==> src/spectrum_band_level_decay_unit_assert.svh <==
// ----------------------------------------------------------------------------
// Assertion macros for the spectrum band level decay unit
// These are clocked on clk and disabled while rst_n is low.
// ----------------------------------------------------------------------------
`ifndef SPECTRUM_BAND_LEVEL_DECAY_UNIT_ASSERT_SVH
`define SPECTRUM_BAND_LEVEL_DECAY_UNIT_ASSERT_SVH
`ifndef SYNTHESIS
// The consequent must hold in the same cycle as the antecedent.
`define SBLD_ASSERT_SAME(name, ante, cons) \
    name: assert property (@(posedge clk) disable iff (!rst_n) (ante) |-> (cons)) \
        else $error("sbld same-cycle check failed");
// The consequent must hold in the cycle after the antecedent.
`define SBLD_ASSERT_NEXT(name, ante, cons) \
    name: assert property (@(posedge clk) disable iff (!rst_n) (ante) |=> (cons)) \
        else $error("sbld next-cycle check failed");
`else
`define SBLD_ASSERT_SAME(name, ante, cons)
`define SBLD_ASSERT_NEXT(name, ante, cons)
`endif
`endif

==> src/sbld_pkg.sv <==
`timescale 1ns / 1ps
// ----------------------------------------------------------------------------
// sbld_pkg
// Shared constants, weight table and control types of the band level unit.
// ----------------------------------------------------------------------------
package sbld_pkg;

    localparam int MAX_BANDS         = 32;
    localparam int MAX_BINS_PER_BAND = 64;

    // Register indexes of the configuration port.
    localparam logic [1:0] REG_DECAY_RATE    = 2'd0;
    localparam logic [1:0] REG_BINS_PER_BAND = 2'd1;
    localparam logic [1:0] REG_BANDS_IN_USE  = 2'd2;

    localparam logic [15:0] DECAY_RATE_RESET    = 16'd3277;
    localparam logic [6:0]  BINS_PER_BAND_RESET = 7'd8;
    localparam logic [5:0]  BANDS_IN_USE_RESET  = 6'd30;

    localparam logic [6:0] BINS_LIMIT  = 7'(MAX_BINS_PER_BAND);
    localparam logic [5:0] BANDS_LIMIT = 6'(MAX_BANDS);

    // Level thresholds in Q.24.
    localparam logic [41:0] TH_X50_LO = 42'd83886;
    localparam logic [41:0] TH_X50_HI = 42'd150995;
    localparam logic [41:0] TH_X10_LO = 42'd167772;
    localparam logic [41:0] TH_X10_HI = 42'd1677722;
    localparam logic [41:0] TH_PI_HI  = 42'd8388608;
    localparam logic [41:0] ONE_Q24   = 42'd16777216;

    localparam logic [17:0] PI_Q16 = 18'd205887;

    // ln(n) for n = 2..33 in Q2.16.
    localparam logic [17:0] LN_ROM [32] = '{
        18'd45426,  18'd71999,  18'd90852,  18'd105476,
        18'd117425, 18'd127527, 18'd136278, 18'd143997,
        18'd150902, 18'd157148, 18'd162851, 18'd168097,
        18'd172953, 18'd177475, 18'd181704, 18'd185677,
        18'd189423, 18'd192967, 18'd196328, 18'd199526,
        18'd202575, 18'd205488, 18'd208277, 18'd210952,
        18'd213523, 18'd215996, 18'd218379, 18'd220679,
        18'd222901, 18'd225050, 18'd227130, 18'd229147
    };

    typedef struct packed {
        logic       sum_add;
        logic       sum_clear;
        logic       capture;
        logic [4:0] band;
        logic       last_band;
        logic       mul_lo;
        logic       mul_hi;
        logic       boost;
        logic       emit;
    } sbld_cmd_t;

    typedef struct packed {
        logic out_free;
    } sbld_status_t;

endpackage

==> src/sbld_datapath.sv <==
`timescale 1ns / 1ps
// ----------------------------------------------------------------------------
// sbld_datapath
// Band accumulator, weight multiply, piecewise boost, decay against the held
// levels and the output register.
// ----------------------------------------------------------------------------
`include "spectrum_band_level_decay_unit_assert.svh"

module sbld_datapath (
    input  logic                   clk,
    input  logic                   rst_n,
    input  sbld_pkg::sbld_cmd_t    cmd,
    output sbld_pkg::sbld_status_t status,
    input  logic [31:0]            bin_magnitude,
    input  logic [15:0]            frame_ratio,
    input  logic                   cfg_we,
    input  logic [1:0]             cfg_index,
    input  logic [15:0]            cfg_data,
    output logic                   out_valid,
    input  logic                   out_ready,
    output logic [24:0]            band_level,
    output logic [4:0]             band_number,
    output logic                   final_band
);
    import sbld_pkg::*;

    logic [15:0] decay_rate_reg;
    logic [39:0] sum_reg;
    logic [39:0] sum_next;
    logic [39:0] shape_sum_reg;
    logic [4:0]  band_reg;
    logic        last_reg;
    logic [27:0] decay_reg;
    logic [49:0] prod_reg;
    logic [41:0] w_reg;
    logic [24:0] wclamp_reg;
    logic [24:0] held_reg [MAX_BANDS];
    logic        out_valid_reg;
    logic [24:0] level_reg;
    logic [4:0]  number_reg;
    logic        final_reg;

    logic [31:0] decay_prod;
    logic [17:0] weight;
    logic [25:0] hi_prod;
    logic [57:0] full_prod;
    logic [40:0] pi_prod;
    logic [40:0] pi_round;
    logic [41:0] boosted;
    logic [41:0] clamped;
    logic [27:0] held_ext;
    logic [27:0] held_less;
    logic [24:0] level_next;

    assign sum_next   = sum_reg + {8'd0, bin_magnitude};
    assign decay_prod = (decay_rate_reg * frame_ratio) + 32'd8;
    assign weight     = LN_ROM[band_reg];
    assign hi_prod    = shape_sum_reg[39:32] * weight;
    assign full_prod  = {hi_prod, 32'd0} + {8'd0, prod_reg} + 58'd32768;
    assign pi_prod    = w_reg[22:0] * PI_Q16;
    assign pi_round   = pi_prod + 41'd32768;

    always_comb
    begin
        if ((w_reg > TH_X50_LO) && (w_reg < TH_X50_HI))
        begin
            boosted = 42'({w_reg[17:0], 5'd0}) + 42'({w_reg[17:0], 4'd0})
                    + 42'({w_reg[17:0], 1'b0});
        end
        else if ((w_reg > TH_X10_LO) && (w_reg < TH_X10_HI))
        begin
            boosted = 42'({w_reg[20:0], 3'd0}) + 42'({w_reg[20:0], 1'b0});
        end
        else if ((w_reg > TH_X10_HI) && (w_reg < TH_PI_HI))
        begin
            boosted = 42'(pi_round[40:16]);
        end
        else
        begin
            boosted = w_reg;
        end
        clamped = (boosted > ONE_Q24) ? ONE_Q24 : boosted;
    end

    // The held level falls by the decay unless the new level is higher.
    always_comb
    begin
        held_ext   = {3'd0, held_reg[band_reg]};
        held_less  = held_ext - decay_reg;
        level_next = wclamp_reg;
        if ((held_ext > decay_reg) && ({3'd0, wclamp_reg} < held_less))
        begin
            level_next = held_less[24:0];
        end
    end

    assign status.out_free = !out_valid_reg || out_ready;

    always_ff @(posedge clk)
    begin
        if (cmd.capture)
        begin
            shape_sum_reg <= sum_next;
            band_reg      <= cmd.band;
            last_reg      <= cmd.last_band;
            decay_reg     <= decay_prod[31:4];
        end
        if (cmd.mul_lo)
        begin
            prod_reg <= shape_sum_reg[31:0] * weight;
        end
        if (cmd.mul_hi)
        begin
            w_reg <= full_prod[57:16];
        end
        if (cmd.boost)
        begin
            wclamp_reg <= clamped[24:0];
        end
        if (cmd.emit)
        begin
            level_reg  <= level_next;
            number_reg <= band_reg;
            final_reg  <= last_reg;
        end
    end

    always_ff @(posedge clk or negedge rst_n)
    begin
        if (!rst_n)
        begin
            decay_rate_reg <= DECAY_RATE_RESET;
            sum_reg        <= 40'd0;
            out_valid_reg  <= 1'b0;
            for (int i = 0; i < MAX_BANDS; i++)
            begin
                held_reg[i] <= 25'd0;
            end
        end
        else
        begin
            if (cfg_we && (cfg_index == REG_DECAY_RATE))
            begin
                decay_rate_reg <= cfg_data;
            end
            if (cmd.sum_clear)
            begin
                sum_reg <= 40'd0;
            end
            else if (cmd.sum_add)
            begin
                sum_reg <= sum_next;
            end
            if (cmd.emit)
            begin
                held_reg[band_reg] <= level_next;
                out_valid_reg      <= 1'b1;
            end
            else if (out_ready)
            begin
                out_valid_reg <= 1'b0;
            end
        end
    end

    assign out_valid   = out_valid_reg;
    assign band_level  = level_reg;
    assign band_number = number_reg;
    assign final_band  = final_reg;

    // The clamped level never exceeds full scale.
    `SBLD_ASSERT_NEXT(a_clamp_bound, cmd.boost, {17'd0, wclamp_reg} <= ONE_Q24)
    // A handed-over level always presents a word on the next cycle.
    `SBLD_ASSERT_NEXT(a_emit_valid, cmd.emit, out_valid_reg)

endmodule

==> config.mk <==
export PLATFORM = sky130hd
export DESIGN_NAME = sbld_datapath
export DESIGN_NICKNAME = d
export VERILOG_FILES = /design/src/sbld_pkg.sv /design/src/sbld_datapath.sv
export VERILOG_INCLUDE_DIRS = /design/src /design/src/src
export SDC_FILE = /design/constraint.sdc
export NUM_CORES = 2
export LEC_CHECK = 0
export ABC_AREA = 1
export CAP_MARGIN = 20
export CORE_ASPECT_RATIO = 0.8
export CORE_MARGIN = 2
export CORE_UTILIZATION = 50
export DETAILED_ROUTE_END_ITERATION = 7
export DONT_BUFFER_PORTS = 1
export PLACE_DENSITY = 0.68
export SYNTH_ARGS = -nofsm -noshare
export SYNTH_HDL_FRONTEND = slang
export SYNTH_SLANG_ARGS = --single-unit
==> constraint.sdc <==
create_clock -name clk -period 7.2 [get_ports clk]
set_clock_uncertainty 0.15 [all_clocks]
set_input_delay 0.72 -clock clk [delete_from_list [all_inputs] [get_ports clk]]
set_output_delay 0.72 -clock clk [all_outputs]
set_load 0.02 [all_outputs]
# --- Yosys cells after proc, flatten, opt, wreduce, memory -nomap -nowiden ---
# Memories as Yosys holds them, arrays and structs flattened.
# Cells that the tools add are included.
# W data, S select, Z words.
classes:
  n_addsub: 9
  n_mul: 4
  order_cmp: 11
  mux: 16
  n_bitwise: 1
  n_reduce_logical: 11
op_table:
  columns: ["op", "count"]
  rows:
  - ["$bwmux W800", 1]
  - ["$mux W42", 3]
  - ["$bmux W25 S5", 1]
  - ["$demux W25 S5", 1]
  - ["$mux W25", 4]
  - ["$mux W40", 2]
  - ["$add A58 B16 Y58 const B", 1]
  - ["$add A58 B50 Y58", 1]
  - ["$mul A32 B18 Y50", 1]
  - ["$gt A42 B17 Y1 const B", 1]
  - ["$gt A42 B18 Y1 const B", 1]
  - ["$gt A42 B21 Y1 const B", 1]
  - ["$gt A42 B25 Y1 const B", 1]
  - ["$lt A42 B18 Y1 const B", 1]
  - ["$lt A42 B21 Y1 const B", 1]
  - ["$lt A42 B24 Y1 const B", 1]
  - ["$add A41 B16 Y41 const B", 1]
  - ["$mul A23 B18 Y41 const B", 1]
  - ["$add A40 B32 Y40", 1]
  - ["$mux W18", 2]
  - ["$add A32 B4 Y32 const B", 1]
  - ["$mul A16 B16 Y32", 1]
  - ["$gt A25 B28 Y1", 1]
  - ["$lt A25 B28 Y1", 1]
  - ["14 further kinds", 21]
word_totals:
  reg_bits: 1079
  rom_bits: 576
  word_cells: 98
  memories: 1
mem_list:
  columns: ["name", "words", "width", "read_ports", "rd_ports_with_merged_regs", "write_ports", "line", "rtl"]
  rows:
  - ["(no name shown)", 32, 18, 1, 0, 0, "sbld_datapath.sv:57", "assign weight = LN_ROM[band_reg];"]

# --- Logic depth before layout (Yosys ltp) ---
depth:
  ltp_word: 9
  mapped_depth: 42
  mapped_depth_nobuf: 38

# --- Worst setup path after synthesis ---
# No wires, ideal clock.
synth_path:
  path_kind: "reg2reg"
  from: "reg band_reg[0]"
  to: "reg w_reg[40] (data pin)"
  t_arrival_ns: 7.563
  setup_slack_ns: -0.776
  stages_incl_launch_ff: 37
  path_buffers: 4
  cell_sequence: "edfxtp_1 clkbuf_1 clkinv_1 clkbuf_1 clkbuf_1 ha_1 nand2_1 nand2_1 nand2_1 o21ai_0 inv_1 nand2_1 inv_1 clkbuf_1 nand2_1 fa_1 fa_1 inv_1 fa_1 inv_1 fa_1 inv_1 ha_1 a21o_1 a21oi_1 o21ai_0 a21oi_1 xnor2_1 ha_1 nand2_1 nor4_1 nand4_1 nand3_1 a31oi_1 nor2_1 nand3_1 xnor2_1"
synth_via:
  elab_chain_cells: 7
synth_lines:
  columns: ["item", "line", "rtl"]
  rows:
  - ["start, declared", "sbld_datapath.sv:31", "logic [4:0] band_reg;"]
  - ["start signal, assigned", "sbld_datapath.sv:104", "band_reg <= cmd.band;"]
  - ["$not A5 Y6 (implied by the code)", "sbld_datapath.sv:57", null]
  - ["$mem_v2 Z32 W18", null, null]
  - ["$mux W18 (implied by the code) (2 in a row)", "sbld_datapath.sv:57", null]
  - ["$mul A8 B18 Y26", "sbld_datapath.sv:58", "assign hi_prod = shape_sum_reg[39:32] * weight;"]
  - ["$add A58 B50 Y58", "sbld_datapath.sv:59", "assign full_prod = {hi_prod, 32'd0} + {8'd0, prod_reg} + 58'd32768;"]
  - ["$add A58 B16 Y58", "sbld_datapath.sv:59", null]
  - ["net full_prod[56]", "sbld_datapath.sv:46", "logic [57:0] full_prod;"]
  - ["end signal, assigned", "sbld_datapath.sv:114", "w_reg <= full_prod[57:16];"]
  - ["end, declared", "sbld_datapath.sv:35", "logic [41:0] w_reg;"]
# The timed path passes the listed nets, and every way through them passes these cells. The select of a mux whose other input is x is not followed.
# A chain may end at the register's enable or synchronous reset.

# --- Worst setup path after layout ---
layout_path:
  from: "reg band_reg[2]"
  to: "reg prod_reg[42] (data pin)"
layout_via:
  elab_chain_cells: 5
layout_lines:
  columns: ["item", "line", "rtl"]
  rows:
  - ["$not A5 Y6 (implied by the code)", "sbld_datapath.sv:57", null]
  - ["$mem_v2 Z32 W18", null, null]
  - ["$mux W18 (implied by the code) (2 in a row)", "sbld_datapath.sv:57", null]
  - ["$mul A32 B18 Y50", "sbld_datapath.sv:110", "prod_reg <= shape_sum_reg[31:0] * weight;"]
  - ["end signal, assigned", "sbld_datapath.sv:110", null]
  - ["end, declared", "sbld_datapath.sv:34", "logic [49:0] prod_reg;"]
# No other way between the ends. The select of a mux whose other input is x is not followed.

==> metrics.md <==
| Metric | Value |
|---|---|
| Clock Tree Buf Depth | 3 |
| CP most frequent cell | inv_2 |
| Met2 routed WL | 148000 µm |
| Standard-cell row count | 145 |
| Netlist Area Pre-Place | 98900 µm² |
| Clock latency on the worst-skew pair | 810 ps |
| Yosys synthesis warning count | 0 |
| Layout cells sized above 1 | 16.3% |
| Final hold vios | 0 |
| Max Fclk | 142 MHz |
| Wire length per cell | 22.8 µm |
| Setup violations, final | 0 |
| DPL Wire Length | 236000 µm |
| Peak fanout along the critical path | 6 |
| Failing checks | design-rule violations |
| Initial DRC count | 9520 |
| Synth area leader | dfrtp_1 |
| Crit end category | flop |
| Pin count of the biggest net entering global routing | 858 |
| Hold Path Class | input port to flop |
| Final GP Congestion | 0.972 |
| Sink Count | 1064 |
| Routed met3 length | 37800 µm |
| Flop-to-flop setup slack | 130 ps |
| Total Wirelength | 339000 µm |
| Grt ovf | 0 |
| Ys async rst share | 80.5% |
| Sequential-to-total area share from yosys stat | 28.0% |
| Most frequent cell after synthesis | nand2_1 |
| Port buffer count | 0 |
| Setup tns final | 0 ps |
| Max Slew Vio Count | 0 |
| CTS root buffer | clkbuf_16 |
| Chip width | 501 µm |
| First-pass GRT wire length | 515000 µm |
| Via count | 86300 |
| Via density | 5.79 |
| Die span in y | 402 µm |
| RSZ-0062 raised after global routing | true |
| Tot GR Track Use | 33.2% |
| CTS clk-pin slew, worst paths | 60 ps |
| Cells after Synth | 11900 |
| Core area | 196000 µm² |
| EDFF count, synth | 207 |
| Rel. slew slack | 28.3% |
| Syn_nets | 13500 |
| Vias in the first global route | 86500 |
| Top Layer Used | met5 |
| Top cell type's share of synthesized area | 21.5% |
| DRC violation count after routing | 1 |
| Post-synth top cells | nand2_1 (3176), inv_1 (1705), fa_1 (915), dfrtp_1 (850), nor2_1 (758) |
| TritonCTS clock tree | built |
| Htree depth | 3 |
| Max_cap viols | 0 |
| Post-DRT Antenna Nets | 0 |
| NumNets Final | 13800 |
| Top post-synthesis cells by area | dfrtp_1 (22%), fa_1 (19%), nand2_1 (12%), ha_1 (7.8%), inv_1 (6.5%) |
| Worst Max-Slew Pin Slew | 1070 ps |
| Crit-path slowest cell | fa_1 |
| Worst Hold Margin | 72.8 ps |
| CTS Buf Count | 114 |
| Synth unique cells | 68 |
| Starting density of the core | 50.5% |
| Crit path DAT | 7450 ps |
| Post-route clock period utilization | 98.2% |
| Met1 WL | 134000 µm |
| Avg Inst Size Synth | 8.31 µm² |
| WP data required | 7580 ps |
| WS Path Type | flop to flop |
| Yosys reg bits | 1064 |
| Die area | 201000 µm² |
| Layout Area Growth over Synthesis | 14.5% |
| I/O pin count | 116 |
| Pre-antenna DRT Iters | 8 |
| Initial antenna violation count | 9 |
| Crit path launch type | flop |
| Largest register FFs | 800 |
| Final min period | 7070 ps |
| Post-synth top flop | dfrtp_1 |
| CP peak stage delay | 540 ps |
| Status | complete, but fails checks |
==> per-stage QoR <==
stage	setup WS (ps)	util [%]	cell area [µm²]	instances
after floorplan	-15.7	-	99200	11900
after global placement	-434	54.2	106000	14600
after detailed placement	-513	54.2	106000	14600
after CTS	0.0400	56.5	111000	14800
after global routing	-98.2	57.8	113000	14900
final	133	57.8	113000	14900
==> worst paths after layout <==
path                                  start          endpoint  depth (start not counted)
min in group asynchronous             rst_n     held_reg[130]                          2
setup reg to reg                band_reg[2]      prod_reg[42]                         35
hold / removal             bin_magnitude[1]  shape_sum_reg[1]                          1
hold reg to reg                    last_reg        final_band                          0
setup / recovery                band_reg[2]      prod_reg[42]                         35
max in group asynchronous             rst_n       sum_reg[38]                          5
==> logic make-up after synthesis <==
group	Yosys count	share of synthesized area [%]
AND/OR/NAND/NOR	5157	24.3
buffers and inverters	2382	9.81
adder cells (fa/ha/maj)	1533	26.4
AO/OA/AOI/OAI	1526	9.47
flip-flops	1064	28.0
XOR/XNOR	214	1.90
multiplexers	16	0.182
==> critical path: cells and delay by family (launching register included) <==
family / cells / cell delay, ps
AO/OA/AOI/OAI: 9 / 1190
XOR/XNOR: 1 / 70
flip-flops: 1 / 510
buffers and inverters: 15 / 1400
adder cells (fa/ha/maj): 7 / 3320
AND/OR/NAND/NOR: 3 / 220
==> final cells by class <==
type | count | area (µm²)
Multi-Input combinational cell | 8446 | 63200
Clock buffer | 163 | 3300
Antenna cell | 3 | 7.51
Timing Repair Buffer | 844 | 8490
Sequential cell | 1064 | 27700
Inverter | 1755 | 6640
Clock inverter | 51 | 628
Fill cell | 17400 | 82800
Tap cell | 2572 | 3220
==> placed cells by master (no fill, tap or decap), types with 18 or more instances in the layout <==
| master | count |
|---|---|
| nand2_1 | 3122 |
| inv_1 | 1659 |
| fa_1 | 909 |
| dfrtp_1 | 850 |
| nor2_1 | 688 |
| buf_4 | 633 |
| ha_1 | 572 |
| o21ai_0 | 545 |
| nand3_2 | 527 |
| nand3_1 | 479 |
| o21a_1 | 323 |
| a21oi_1 | 288 |
| edfxtp_1 | 207 |
| clkbuf_16 | 127 |
| xor2_1 | 126 |
| buf_12 | 113 |
| xnor2_1 | 85 |
| inv_2 | 80 |
| a41oi_1 | 74 |
| nand4_1 | 66 |
| a21oi_2 | 65 |
| nand2_2 | 48 |
| nor3_1 | 43 |
| buf_6 | 43 |
| nor2_4 | 41 |
| ha_4 | 37 |
| nor2_2 | 36 |
| o21ai_1 | 33 |
| clkinv_2 | 30 |
| and2_1 | 26 |
| dlygate4sd3_1 | 25 |
| a2111o_1 | 24 |
| clkbuf_8 | 24 |
| clkbuf_1 | 24 |
| a22o_1 | 22 |
| nand2_8 | 21 |
| a21o_1 | 18 |
==> layer usage <==
metal / vias up / GRT usage (%)
met3: 988 / 8.78
met4: 10 / 15.8
li1: 38200 / -
met1: 42400 / 44.3
met2: 4626 / 50.2
met5: - / 0
==> what timing repair did <==
item                                    in CTS  in global routing
cloned                                       2                 13
endpoints found under the setup margin     853                888
hold endpoints to repair                  1088                212
hold buffers                                28                  2
resized for setup                           31                394
buffers inserted                             4                 61
pin swaps                                    8                155
Power is not shown: default switching activity piles up to over one toggle a cycle in this logic, so the estimate is an artifact.
