<file path="src/spectrum_band_level_decay_unit_assert.svh">
// ----------------------------------------------------------------------------
// Assertion macros for the spectrum band level decay unit
// These are clocked on clk and disabled while rst_n is low.
// ----------------------------------------------------------------------------
`ifndef SPECTRUM_BAND_LEVEL_DECAY_UNIT_ASSERT_SVH
`define SPECTRUM_BAND_LEVEL_DECAY_UNIT_ASSERT_SVH
`ifndef SYNTHESIS
// The consequent must hold in the same cycle as the antecedent.
`define SBLD_ASSERT_SAME(name, ante, cons) \
    name: assert property (@(posedge clk) disable iff (!rst_n) (ante) |-> (cons)) \
        else $error("sbld same-cycle check failed");
// The consequent must hold in the cycle after the antecedent.
`define SBLD_ASSERT_NEXT(name, ante, cons) \
    name: assert property (@(posedge clk) disable iff (!rst_n) (ante) |=> (cons)) \
        else $error("sbld next-cycle check failed");
`else
`define SBLD_ASSERT_SAME(name, ante, cons)
`define SBLD_ASSERT_NEXT(name, ante, cons)
`endif
`endif

</file>
<file path="src/sbld_pkg.sv">
`timescale 1ns / 1ps
// ----------------------------------------------------------------------------
// sbld_pkg
// Shared constants, weight table and control types of the band level unit.
// ----------------------------------------------------------------------------
package sbld_pkg;

    localparam int MAX_BANDS         = 32;
    localparam int MAX_BINS_PER_BAND = 64;

    // Register indexes of the configuration port.
    localparam logic [1:0] REG_DECAY_RATE    = 2'd0;
    localparam logic [1:0] REG_BINS_PER_BAND = 2'd1;
    localparam logic [1:0] REG_BANDS_IN_USE  = 2'd2;

    localparam logic [15:0] DECAY_RATE_RESET    = 16'd3277;
    localparam logic [6:0]  BINS_PER_BAND_RESET = 7'd8;
    localparam logic [5:0]  BANDS_IN_USE_RESET  = 6'd30;

    localparam logic [6:0] BINS_LIMIT  = 7'(MAX_BINS_PER_BAND);
    localparam logic [5:0] BANDS_LIMIT = 6'(MAX_BANDS);

    // Level thresholds in Q.24.
    localparam logic [41:0] TH_X50_LO = 42'd83886;
    localparam logic [41:0] TH_X50_HI = 42'd150995;
    localparam logic [41:0] TH_X10_LO = 42'd167772;
    localparam logic [41:0] TH_X10_HI = 42'd1677722;
    localparam logic [41:0] TH_PI_HI  = 42'd8388608;
    localparam logic [41:0] ONE_Q24   = 42'd16777216;

    localparam logic [17:0] PI_Q16 = 18'd205887;

    // ln(n) for n = 2..33 in Q2.16.
    localparam logic [17:0] LN_ROM [32] = '{
        18'd45426,  18'd71999,  18'd90852,  18'd105476,
        18'd117425, 18'd127527, 18'd136278, 18'd143997,
        18'd150902, 18'd157148, 18'd162851, 18'd168097,
        18'd172953, 18'd177475, 18'd181704, 18'd185677,
        18'd189423, 18'd192967, 18'd196328, 18'd199526,
        18'd202575, 18'd205488, 18'd208277, 18'd210952,
        18'd213523, 18'd215996, 18'd218379, 18'd220679,
        18'd222901, 18'd225050, 18'd227130, 18'd229147
    };

    typedef struct packed {
        logic       sum_add;
        logic       sum_clear;
        logic       capture;
        logic [4:0] band;
        logic       last_band;
        logic       mul_lo;
        logic       mul_hi;
        logic       boost;
        logic       emit;
    } sbld_cmd_t;

    typedef struct packed {
        logic out_free;
    } sbld_status_t;

endpackage

</file>
<file path="src/sbld_ctrl.sv">
`timescale 1ns / 1ps
// ----------------------------------------------------------------------------
// sbld_ctrl
// Sequencer for the band level unit: bin and band counters, band size
// registers and the state machine that steps the band-end arithmetic.
// ----------------------------------------------------------------------------
`include "spectrum_band_level_decay_unit_assert.svh"

module sbld_ctrl (
    input  logic                  clk,
    input  logic                  rst_n,
    input  logic                  in_valid,
    output logic                  in_ready,
    input  logic                  frame_end,
    input  logic                  cfg_we,
    input  logic [1:0]            cfg_index,
    input  logic [15:0]           cfg_data,
    input  sbld_pkg::sbld_status_t status,
    output sbld_pkg::sbld_cmd_t   cmd
);
    import sbld_pkg::*;

    localparam logic [2:0] ST_IDLE   = 3'd0;
    localparam logic [2:0] ST_MUL_LO = 3'd1;
    localparam logic [2:0] ST_MUL_HI = 3'd2;
    localparam logic [2:0] ST_BOOST  = 3'd3;
    localparam logic [2:0] ST_EMIT   = 3'd4;

    logic [2:0] state_reg;
    logic [2:0] state_next;
    logic [5:0] bin_cnt_reg;
    logic [5:0] bin_cnt_next;
    logic [5:0] band_cnt_reg;
    logic [5:0] band_cnt_next;
    logic [6:0] bins_reg;
    logic [5:0] bands_reg;

    logic [6:0] eff_bins;
    logic [5:0] eff_bands;
    logic       accept;
    logic       in_range;
    logic       band_done;

    always_comb
    begin
        eff_bins = bins_reg;
        if (bins_reg == 7'd0)
        begin
            eff_bins = 7'd1;
        end
        else if (bins_reg > BINS_LIMIT)
        begin
            eff_bins = BINS_LIMIT;
        end
        eff_bands = bands_reg;
        if (bands_reg == 6'd0)
        begin
            eff_bands = 6'd1;
        end
        else if (bands_reg > BANDS_LIMIT)
        begin
            eff_bands = BANDS_LIMIT;
        end
    end

    assign in_ready  = (state_reg == ST_IDLE);
    assign accept    = in_valid && in_ready;
    assign in_range  = (band_cnt_reg < eff_bands);
    assign band_done = in_range && (({1'b0, bin_cnt_reg} + 7'd1) >= eff_bins);

    always_comb
    begin
        bin_cnt_next  = bin_cnt_reg;
        band_cnt_next = band_cnt_reg;
        if (accept)
        begin
            if (band_done)
            begin
                bin_cnt_next  = 6'd0;
                band_cnt_next = band_cnt_reg + 6'd1;
            end
            else if (in_range)
            begin
                bin_cnt_next = bin_cnt_reg + 6'd1;
            end
            if (frame_end)
            begin
                bin_cnt_next  = 6'd0;
                band_cnt_next = 6'd0;
            end
        end
    end

    always_comb
    begin
        state_next = state_reg;
        unique case (state_reg)
            ST_IDLE:
            begin
                if (accept && band_done)
                begin
                    state_next = ST_MUL_LO;
                end
            end
            ST_MUL_LO: state_next = ST_MUL_HI;
            ST_MUL_HI: state_next = ST_BOOST;
            ST_BOOST:  state_next = ST_EMIT;
            ST_EMIT:
            begin
                if (status.out_free)
                begin
                    state_next = ST_IDLE;
                end
            end
            default:   state_next = ST_IDLE;
        endcase
    end

    always_comb
    begin
        cmd.sum_add   = accept && in_range;
        cmd.sum_clear = accept && (band_done || frame_end);
        cmd.capture   = accept && band_done;
        cmd.band      = band_cnt_reg[4:0];
        cmd.last_band = ((band_cnt_reg + 6'd1) == eff_bands);
        cmd.mul_lo    = (state_reg == ST_MUL_LO);
        cmd.mul_hi    = (state_reg == ST_MUL_HI);
        cmd.boost     = (state_reg == ST_BOOST);
        cmd.emit      = (state_reg == ST_EMIT) && status.out_free;
    end

    always_ff @(posedge clk or negedge rst_n)
    begin
        if (!rst_n)
        begin
            state_reg    <= ST_IDLE;
            bin_cnt_reg  <= 6'd0;
            band_cnt_reg <= 6'd0;
            bins_reg     <= BINS_PER_BAND_RESET;
            bands_reg    <= BANDS_IN_USE_RESET;
        end
        else
        begin
            state_reg    <= state_next;
            bin_cnt_reg  <= bin_cnt_next;
            band_cnt_reg <= band_cnt_next;
            if (cfg_we && (cfg_index == REG_BINS_PER_BAND))
            begin
                bins_reg <= cfg_data[6:0];
            end
            if (cfg_we && (cfg_index == REG_BANDS_IN_USE))
            begin
                bands_reg <= cfg_data[5:0];
            end
        end
    end

    // Only a bin that closes a band may start the arithmetic sequence.
    `SBLD_ASSERT_NEXT(a_idle_holds, (state_reg == ST_IDLE) && !(accept && band_done), state_reg == ST_IDLE)
    // A result that cannot be handed over keeps the sequencer waiting.
    `SBLD_ASSERT_NEXT(a_emit_waits, (state_reg == ST_EMIT) && !status.out_free, state_reg == ST_EMIT)
    // The band counter never runs past the largest band count.
    `SBLD_ASSERT_SAME(a_band_bound, 1'b1, band_cnt_reg <= BANDS_LIMIT)

endmodule

</file>
<file path="config.mk">
export PLATFORM = sky130hd
export DESIGN_NAME = sbld_ctrl
export DESIGN_NICKNAME = d
export VERILOG_FILES = /design/src/sbld_pkg.sv /design/src/sbld_ctrl.sv
export VERILOG_INCLUDE_DIRS = /design/src /design/src/src
export SDC_FILE = /design/constraint.sdc
export NUM_CORES = 1
export LEC_CHECK = 0
export BUFFER_PORTS_ARGS = -buffer_cell sky130_fd_sc_hd__buf_2
export CAP_MARGIN = 10
export CORE_ASPECT_RATIO = 0.7
export CORE_MARGIN = 2
export CORE_UTILIZATION = 35
export CTS_CLUSTER_DIAMETER = 120
export DETAILED_ROUTE_END_ITERATION = 12
export SLEW_MARGIN = 20
export SYNTH_ARGS = -nofsm -noshare
export SYNTH_HDL_FRONTEND = slang
export SYNTH_SLANG_ARGS = --single-unit
</file>
<file path="constraint.sdc">
create_clock -name clk -period 2.84 [get_ports clk]
set_input_delay 0.71 -clock clk [delete_from_list [all_inputs] [get_ports clk]]
set_output_delay 0.71 -clock clk [all_outputs]
set_load 0.02 [all_outputs]
</file>
# After elaboration in Yosys (flattened, before gate mapping)
# Index checks and enable logic that the tools add are counted.
totals:
  wordCells: 50
  register_bits: 28
  input_bits: 24
classes:
  muxes: 12
  magnitude_cmp: 4
  add_sub_neg: 3
  reduce_logical: 17
  eq_ne: 9
ops:
  columns: ["cell", "count"]
  rows:
  - ["$mux 6", 7]
  - ["$pmux 3 s5", 1]
  - ["$mux 7", 2]
  - ["$add 6x1->6 const B", 2]
  - ["$logic_and 1x1->1", 8]
  - ["$add 6x1->7 const B", 1]
  - ["$ge 7x7->1", 1]
  - ["$gt 7x7->1 const B", 1]
  - ["$logic_not 7->1", 1]
  - ["$eq 3x2->1 const B", 2]
  - ["$eq 6x6->1", 1]
  - ["$gt 6x6->1 const B", 1]
  - ["$logic_not 6->1", 1]
  - ["$lt 6x6->1", 1]
  - ["$mux 3", 2]
  - ["$reduce_and 2->1", 3]
  - ["$eq 3x1->1 const B", 1]
  - ["$eq 3x3->1 const B", 1]
  - ["$logic_not 3->1", 1]
  - ["$reduce_bool 3->1", 1]
  - ["$eq 2x1->1 const B", 1]
  - ["$eq 2x2->1 const B", 1]
  - ["$ne 2x1->1 const B", 1]
  - ["$ne 2x2->1 const B", 1]
  - ["2 further kinds", 2]

# Depth between registers and ports, before layout
# Gate-level depths: netlist of the first run.
depth:
  depth_word: 8
  depth_mapped: 11
  mapped_depth_nobuf: 10

# Least setup slack after synthesis of the first run
# No wires, ideal clock.
synth_timing:
  path_kind: "register to output"
  start: "register bands_reg[1]"
  end: "output port cmd[4] (netlist bit)"
  required_time_ns: 2.130
  setup_slack_ns: 0.097
  n_path_buf: 0
  t_arrival_ns: 2.033
  stages_incl_launch_ff: 7
  cell_sequence: "dfstp_2 nor4_1 nor2_1 nor2_1 ha_1 or4_1 a221oi_1"
synth_lines:
  columns: ["item", "line_no", "rtl"]
  rows:
  - ["from (decl)", "sbld_ctrl.sv:36", "logic [5:0] bands_reg;"]
  - ["from (signal assigned)", "sbld_ctrl.sv:153", "bands_reg <= cfg_data[5:0];"]
  - ["to (decl)", "sbld_ctrl.sv:19", "output sbld_pkg::sbld_cmd_t cmd"]

==> summary.txt, run 1 <==
P&R area growth vs syn: 27.6%
Crit path required time: 2130 ps
crit path launch type: flop
Cell variety after synth: 50
Die ar.: 6350 sq um
antenna viol nets, final: 0
pin slew with the least headroom to its limit: 662 ps
Die Ht: 67.3 um
reg2reg start: bin_cnt_reg[2]
CP endpoint kind: primary output
Final Hold Viols: 0
largest net degree at the start of global routing: 29
Die X: 94.4 um
period utilisation layout: 106%
Reg2Reg Depth: 11
mapped cell area: 2000 sq um
Starting Density: 37.3%
sequential area share after synthesis: 35.3%
Hold-fix buffers, CTS: 0
Mapped Cells: 215
antenna cells: 0
hpwl dp: 3520 um
Worst VDD drop: 0.339 mV
most common cell after layout, fill and taps aside: buf_4
CTS max path bufs: 2
#FFs+latches synth: 28
worst path arrival time: 2300 ps
CTS tree: built
TritonCTS buffer count: 3
Worst R2R End: band_cnt_reg[0]
DR pass1 iterations: 5
Slew headroom: 55.9%
pre-CTS setup slack: -11.8 ps
Design Area, Final: 2550 sq um
buffers added on ports: 28
first-pass GRT wire length: 8020 um
layout cells sized above 1: 44.0%
Setup WS post-layout: -173 ps
DP Area: 2250 sq um
CTS root buffer: clkbuf_8
number of H-tree levels: 1
total grt overflow: 0
max reg flops: 7
critical path fanouts, max: 4
clk_skew: 14.3 ps
vias in the first global route: 1602
initial antenna violation count: 0
Final nets: 297
core area: 5370 sq um
Final Max Tran Viols: 0
FFs w/ async S/R, synth: 100%
drt drc: 0
Leak: 0.00114 uW
outcome: complete, but fails checks
Sink Count: 28
Routed WL per cell: 15.1 um
GPL Wtd Cong: 0.816
Post-synth EDFFs: 0
fin crit period: 3010 ps
final wirelength: 4970 um
DRT iter0 DRCs: 125
insertion delay to the later sink of the worst-skew pair: 280 ps
Core Rows: 22
via-per-instance ratio: 5.36
failing checks: negative setup slack
synthesized area per cell: 9.31 sq um
CTS clk-pin slew, worst paths: 110 ps
RSZ-0062 raised after global routing: true
YS warnings: 0
top_reg_cell synth: dfrtp_1
Hold Path Class: in -> async
io pins: 38
Cell Pwr Density: 1050 nW/um^2
detailed-route via count: 1763
Mapped Nets: 254
R2R setup slack: 380 ps
kind of critical path: reg -> out
Critical Path Source: bin_cnt_reg[1]
global-route usage over all layers: 16.2%
final setup fails: 3
CP endpoint: cmd[11]
most frequent cells in the layout: 25 x buf_4, 24 x buf_2, 19 x dfrtp_1
fmax: 0.332 GHz
max cap viols: 0
==> routing by layer <==
metal / vias up / part of all wire [%] / track usage, %
li1: 864 / - / -
met1: 837 / 50 / 24.8
met3: 2 / 7.3 / 3.01
met5: - / 0 / 0
met4: 0 / 0.38 / 2.17
met2: 60 / 42 / 24.2
==> cell families (layout without fill, tap and decap cells) <==
family | count (synthesis) | after routing | share of synthesized area [%]
AO/OA/AOI/OAI | 40 | 40 | 13.9
XOR/XNOR | 10 | 10 | 4.38
adder cells (fa/ha/maj) | 15 | 15 | 9.38
buffers and inverters | 25 | 67 | 6.50
flip-flops | 28 | 28 | 35.3
multiplexers | 13 | 13 | 7.32
AND/OR/NAND/NOR | 84 | 84 | 23.1
==> power by group <==
group	leakage [uW]	internal, uW	switching, uW
Combinational	0.000788	823	946
Clock	0.0000288	124	134
Sequential	0.000327	528	132
==> Yosys cell counts (2+ instances only) <==
cell	number	share of area [%]
a21boi_0	2	0.75
mux2_2	13	7.3
inv_1	12	2.3
nor3_1	9	2.3
buf_4	6	2.3
o21ai_0	4	1.0
and3_2	3	1.1
o311ai_0	6	2.6
nor3b_1	3	1.1
clkbuf_1	4	0.75
ha_1	15	9.4
nand3b_1	4	1.5
nor2_1	14	2.6
or4_1	2	0.75
xor2_1	2	0.88
a211o_2	2	1.0
a31oi_1	2	0.63
nand3_1	17	4.3
a21o_2	2	0.88
dfrtp_1	23	29
dfstp_2	5	6.6
nand2b_1	3	0.94
xnor2_1	8	3.5
a21oi_1	12	3.0
nand2_1	17	3.2
==> worst max-delay path: stages (launching register included) <==
cell and delay, ps:
dfrtp_2 420, ha_4 170, nand3_4 100, nor3_4 210
ha_1 290, a21oi_1 180, nand3_2 130, a21oi_4 150
nor2_2 60, o21a_1 170, buf_6 130
==> through the flow <==
step                      hold WS [ps]  total power [uW]  setup TNS (ps)  std cells  util, %
after floorplan                    414              1600               0        215        -
after global placement             496              2030               0        316     41.9
after detailed placement           500              2060           -11.8        316     41.9
after CTS                          472              2480            -392        327     45.4
after global routing               491              2920            -704        329     47.6
final                              447              2690            -335        329     47.6
==> worst min path at each step <==
stage,start,endpoint,slack [ps],depth (start not counted)
3_3_place_gp,bin_cnt_reg[5],bin_cnt_reg[5],500,2
5_1_grt,rst_n,band_cnt_reg[5],490,1
3_5_place_dp,bin_cnt_reg[5],bin_cnt_reg[5],500,2
2_1_floorplan,rst_n,band_cnt_reg[0],410,0
4_1_cts,rst_n,band_cnt_reg[5],470,1
6_report,rst_n,band_cnt_reg[5],450,1
==> area by class of cell <==
class / instances / area (sq um)
clock buffers: 4 / 55.1
well taps: 72 / 90.1
inverters: 12 / 45.0
repair buffers: 51 / 330
fillers: 514 / 2810
multi-input cells: 162 / 1320
flip-flops and latches: 28 / 712
==> what timing repair did <==
item                       in CTS  in global routing
gates resized for setup        18                 22
setup endpoints to repair       3                  4
pin swaps                      14                 11
buffers inserted                7                  2
Power figures use the tool's default switching activity.
==> run 2: changes to the inputs <==
--- a/config.mk
+++ b/config.mk
@@ -13,6 +13,7 @@
 export CORE_UTILIZATION = 35
 export CTS_CLUSTER_DIAMETER = 120
 export DETAILED_ROUTE_END_ITERATION = 12
+export RECOVER_POWER = 100
 export SLEW_MARGIN = 20
 export SYNTH_ARGS = -nofsm -noshare
 export SYNTH_HDL_FRONTEND = slang
==> run 2 against run 1 <==
The flow finishes with violations (max-capacitance violations, max-slew violations, negative setup slack). Clock skew shrank 2.1 ps. Routed wire length is essentially flat. Non-clock buffer count is the same. Critical path type unchanged.
==> summary.txt, run 2 (synthesis gave the netlist of run 1 again) <==
most common cell after layout, fill and taps aside: buf_4
total power: 2670 uW
Reg2Reg Depth: 11
Final Non-Filler Cells: 329
Hold Path Class: reg -> reg
Die X: 94.4 um
DP Area: 2250 sq um
Slew headroom: -6.69%
period utilisation layout: 106%
io pins: 38
Cell Pwr Density: 1050 nW/um^2
register area: 712 sq um
Die ar.: 6350 sq um
pin slew with the least headroom to its limit: 1600 ps
GPL Wtd Cong: 0.816
Filler Cell Count: 519
core area: 5370 sq um
worst path arrival time: 2300 ps
final wirelength: 4960 um
first-pass GRT wire length: 8020 um
failing checks: max-capacitance violations, max-slew violations, negative setup slack
Placed Instances: 316
detailed-route via count: 1771
Sink Count: 28
clk_skew: 12.2 ps
buffers added on ports: 28
crit path launch type: flop
Starting Density: 37.3%
Hold-fix buffers, CTS: 0
critical path fanouts, max: 4
CP endpoint kind: primary output
kind of critical path: reg -> out
outcome: complete, but fails checks
multi-input logic area: 1320 sq um
fin crit period: 3010 ps
Worst VDD drop: 0.338 mV
Crit path required time: 2130 ps
P&R area growth vs syn: 26.8%
DR pass1 iterations: 5
largest net degree at the start of global routing: 29
global-route usage over all layers: 16.2%
via-per-instance ratio: 5.38
fmax: 0.333 GHz
Final Hold Viols: 0
drt drc: 0
most frequent cells in the layout: 25 x buf_4, 19 x dfrtp_1, 17 x nand2_1
Final nets: 297
CTS root buffer: clkbuf_8
Routed WL per cell: 15.1 um
final setup fails: 3
hpwl dp: 3520 um
CTS clk-pin slew, worst paths: 110 ps
Leak: 0.00111 uW
Setup WS post-layout: -166 ps
vias in the first global route: 1602
final setup TNS: -318 ps
RSZ-0062 raised after global routing: true
Final Max Tran Viols: 29
DRT iter0 DRCs: 123
pre-CTS setup slack: -11.8 ps
antenna viol nets, final: 0
Die Ht: 67.3 um
initial antenna violation count: 0
number of H-tree levels: 1
CTS tree: built
max cap viols: 1
max reg flops: 7
TritonCTS buffer count: 3
CTS max path bufs: 2
Core Rows: 22
layout cells sized above 1: 39.7%
antenna cells: 0
insertion delay to the later sink of the worst-skew pair: 280 ps
total grt overflow: 0
cell depth of the worst hold path: 2
Design Area, Final: 2540 sq um
## run 2: what timing repair did
item / in CTS / in global routing
resized for setup: 18 / 22
endpoints found under the setup margin: 3 / 4
setup buffers: 7 / 2
pin swaps: 14 / 11
## run 2: layer usage
layer / part of all wire, % / up-vias / GRT usage [%]
met2: 41 / 66 / 24.2
li1: - / 864 / -
met5: 0 / - / 0
met1: 51 / 837 / 24.8
met3: 7.5 / 4 / 3.01
met4: 0.42 / 0 / 2.17
## run 2: critical path, cell delays in order (launching register included)
cell	delay (ps)
dfrtp_2	420
ha_4	170
nand3_4	100
nor3_4	210
ha_1	290
a21oi_1	180
nand3_2	130
a21oi_4	150
nor2_2	60
o21a_1	170
buf_6	130
## run 2: path summary, 6_finish.rpt
path	startpoint	endpoint	slack (ps)
worst max-delay path	bin_cnt_reg[1]	cmd[11]	-170
worst min-delay path	bin_cnt_reg[5]	bin_cnt_reg[5]	520
worst max register to register	bin_cnt_reg[2]	band_cnt_reg[0]	380
worst min register to register	bin_cnt_reg[5]	bin_cnt_reg[5]	520
max in group asynchronous	rst_n	bin_cnt_reg[3]	990
min in group asynchronous	rst_n	band_cnt_reg[5]	810
## run 2: through the flow
step	hold slack (ps)	util [%]
detailed placement	500	41.9
CTS	472	45.4
finish	518	47.2
global placement	496	41.9
floorplan	414	-
global route	555	47.2
## run 2: power by group
group | switching, uW | total [uW] | internal [uW]
clock network | 132 | 257 | 124
logic | 946 | 1760 | 811
registers | 130 | 657 | 528
total | 1210 | 2670 | 1460
## run 2: cell type report
class                           instances  area share [%]
Multi-Input combinational cell        162            51.9
Sequential cell                        28            28.1
Timing Repair Buffer                   51            12.5
Tap cell                               72            3.55
Clock buffer                            4            2.17
Inverter                               12            1.78
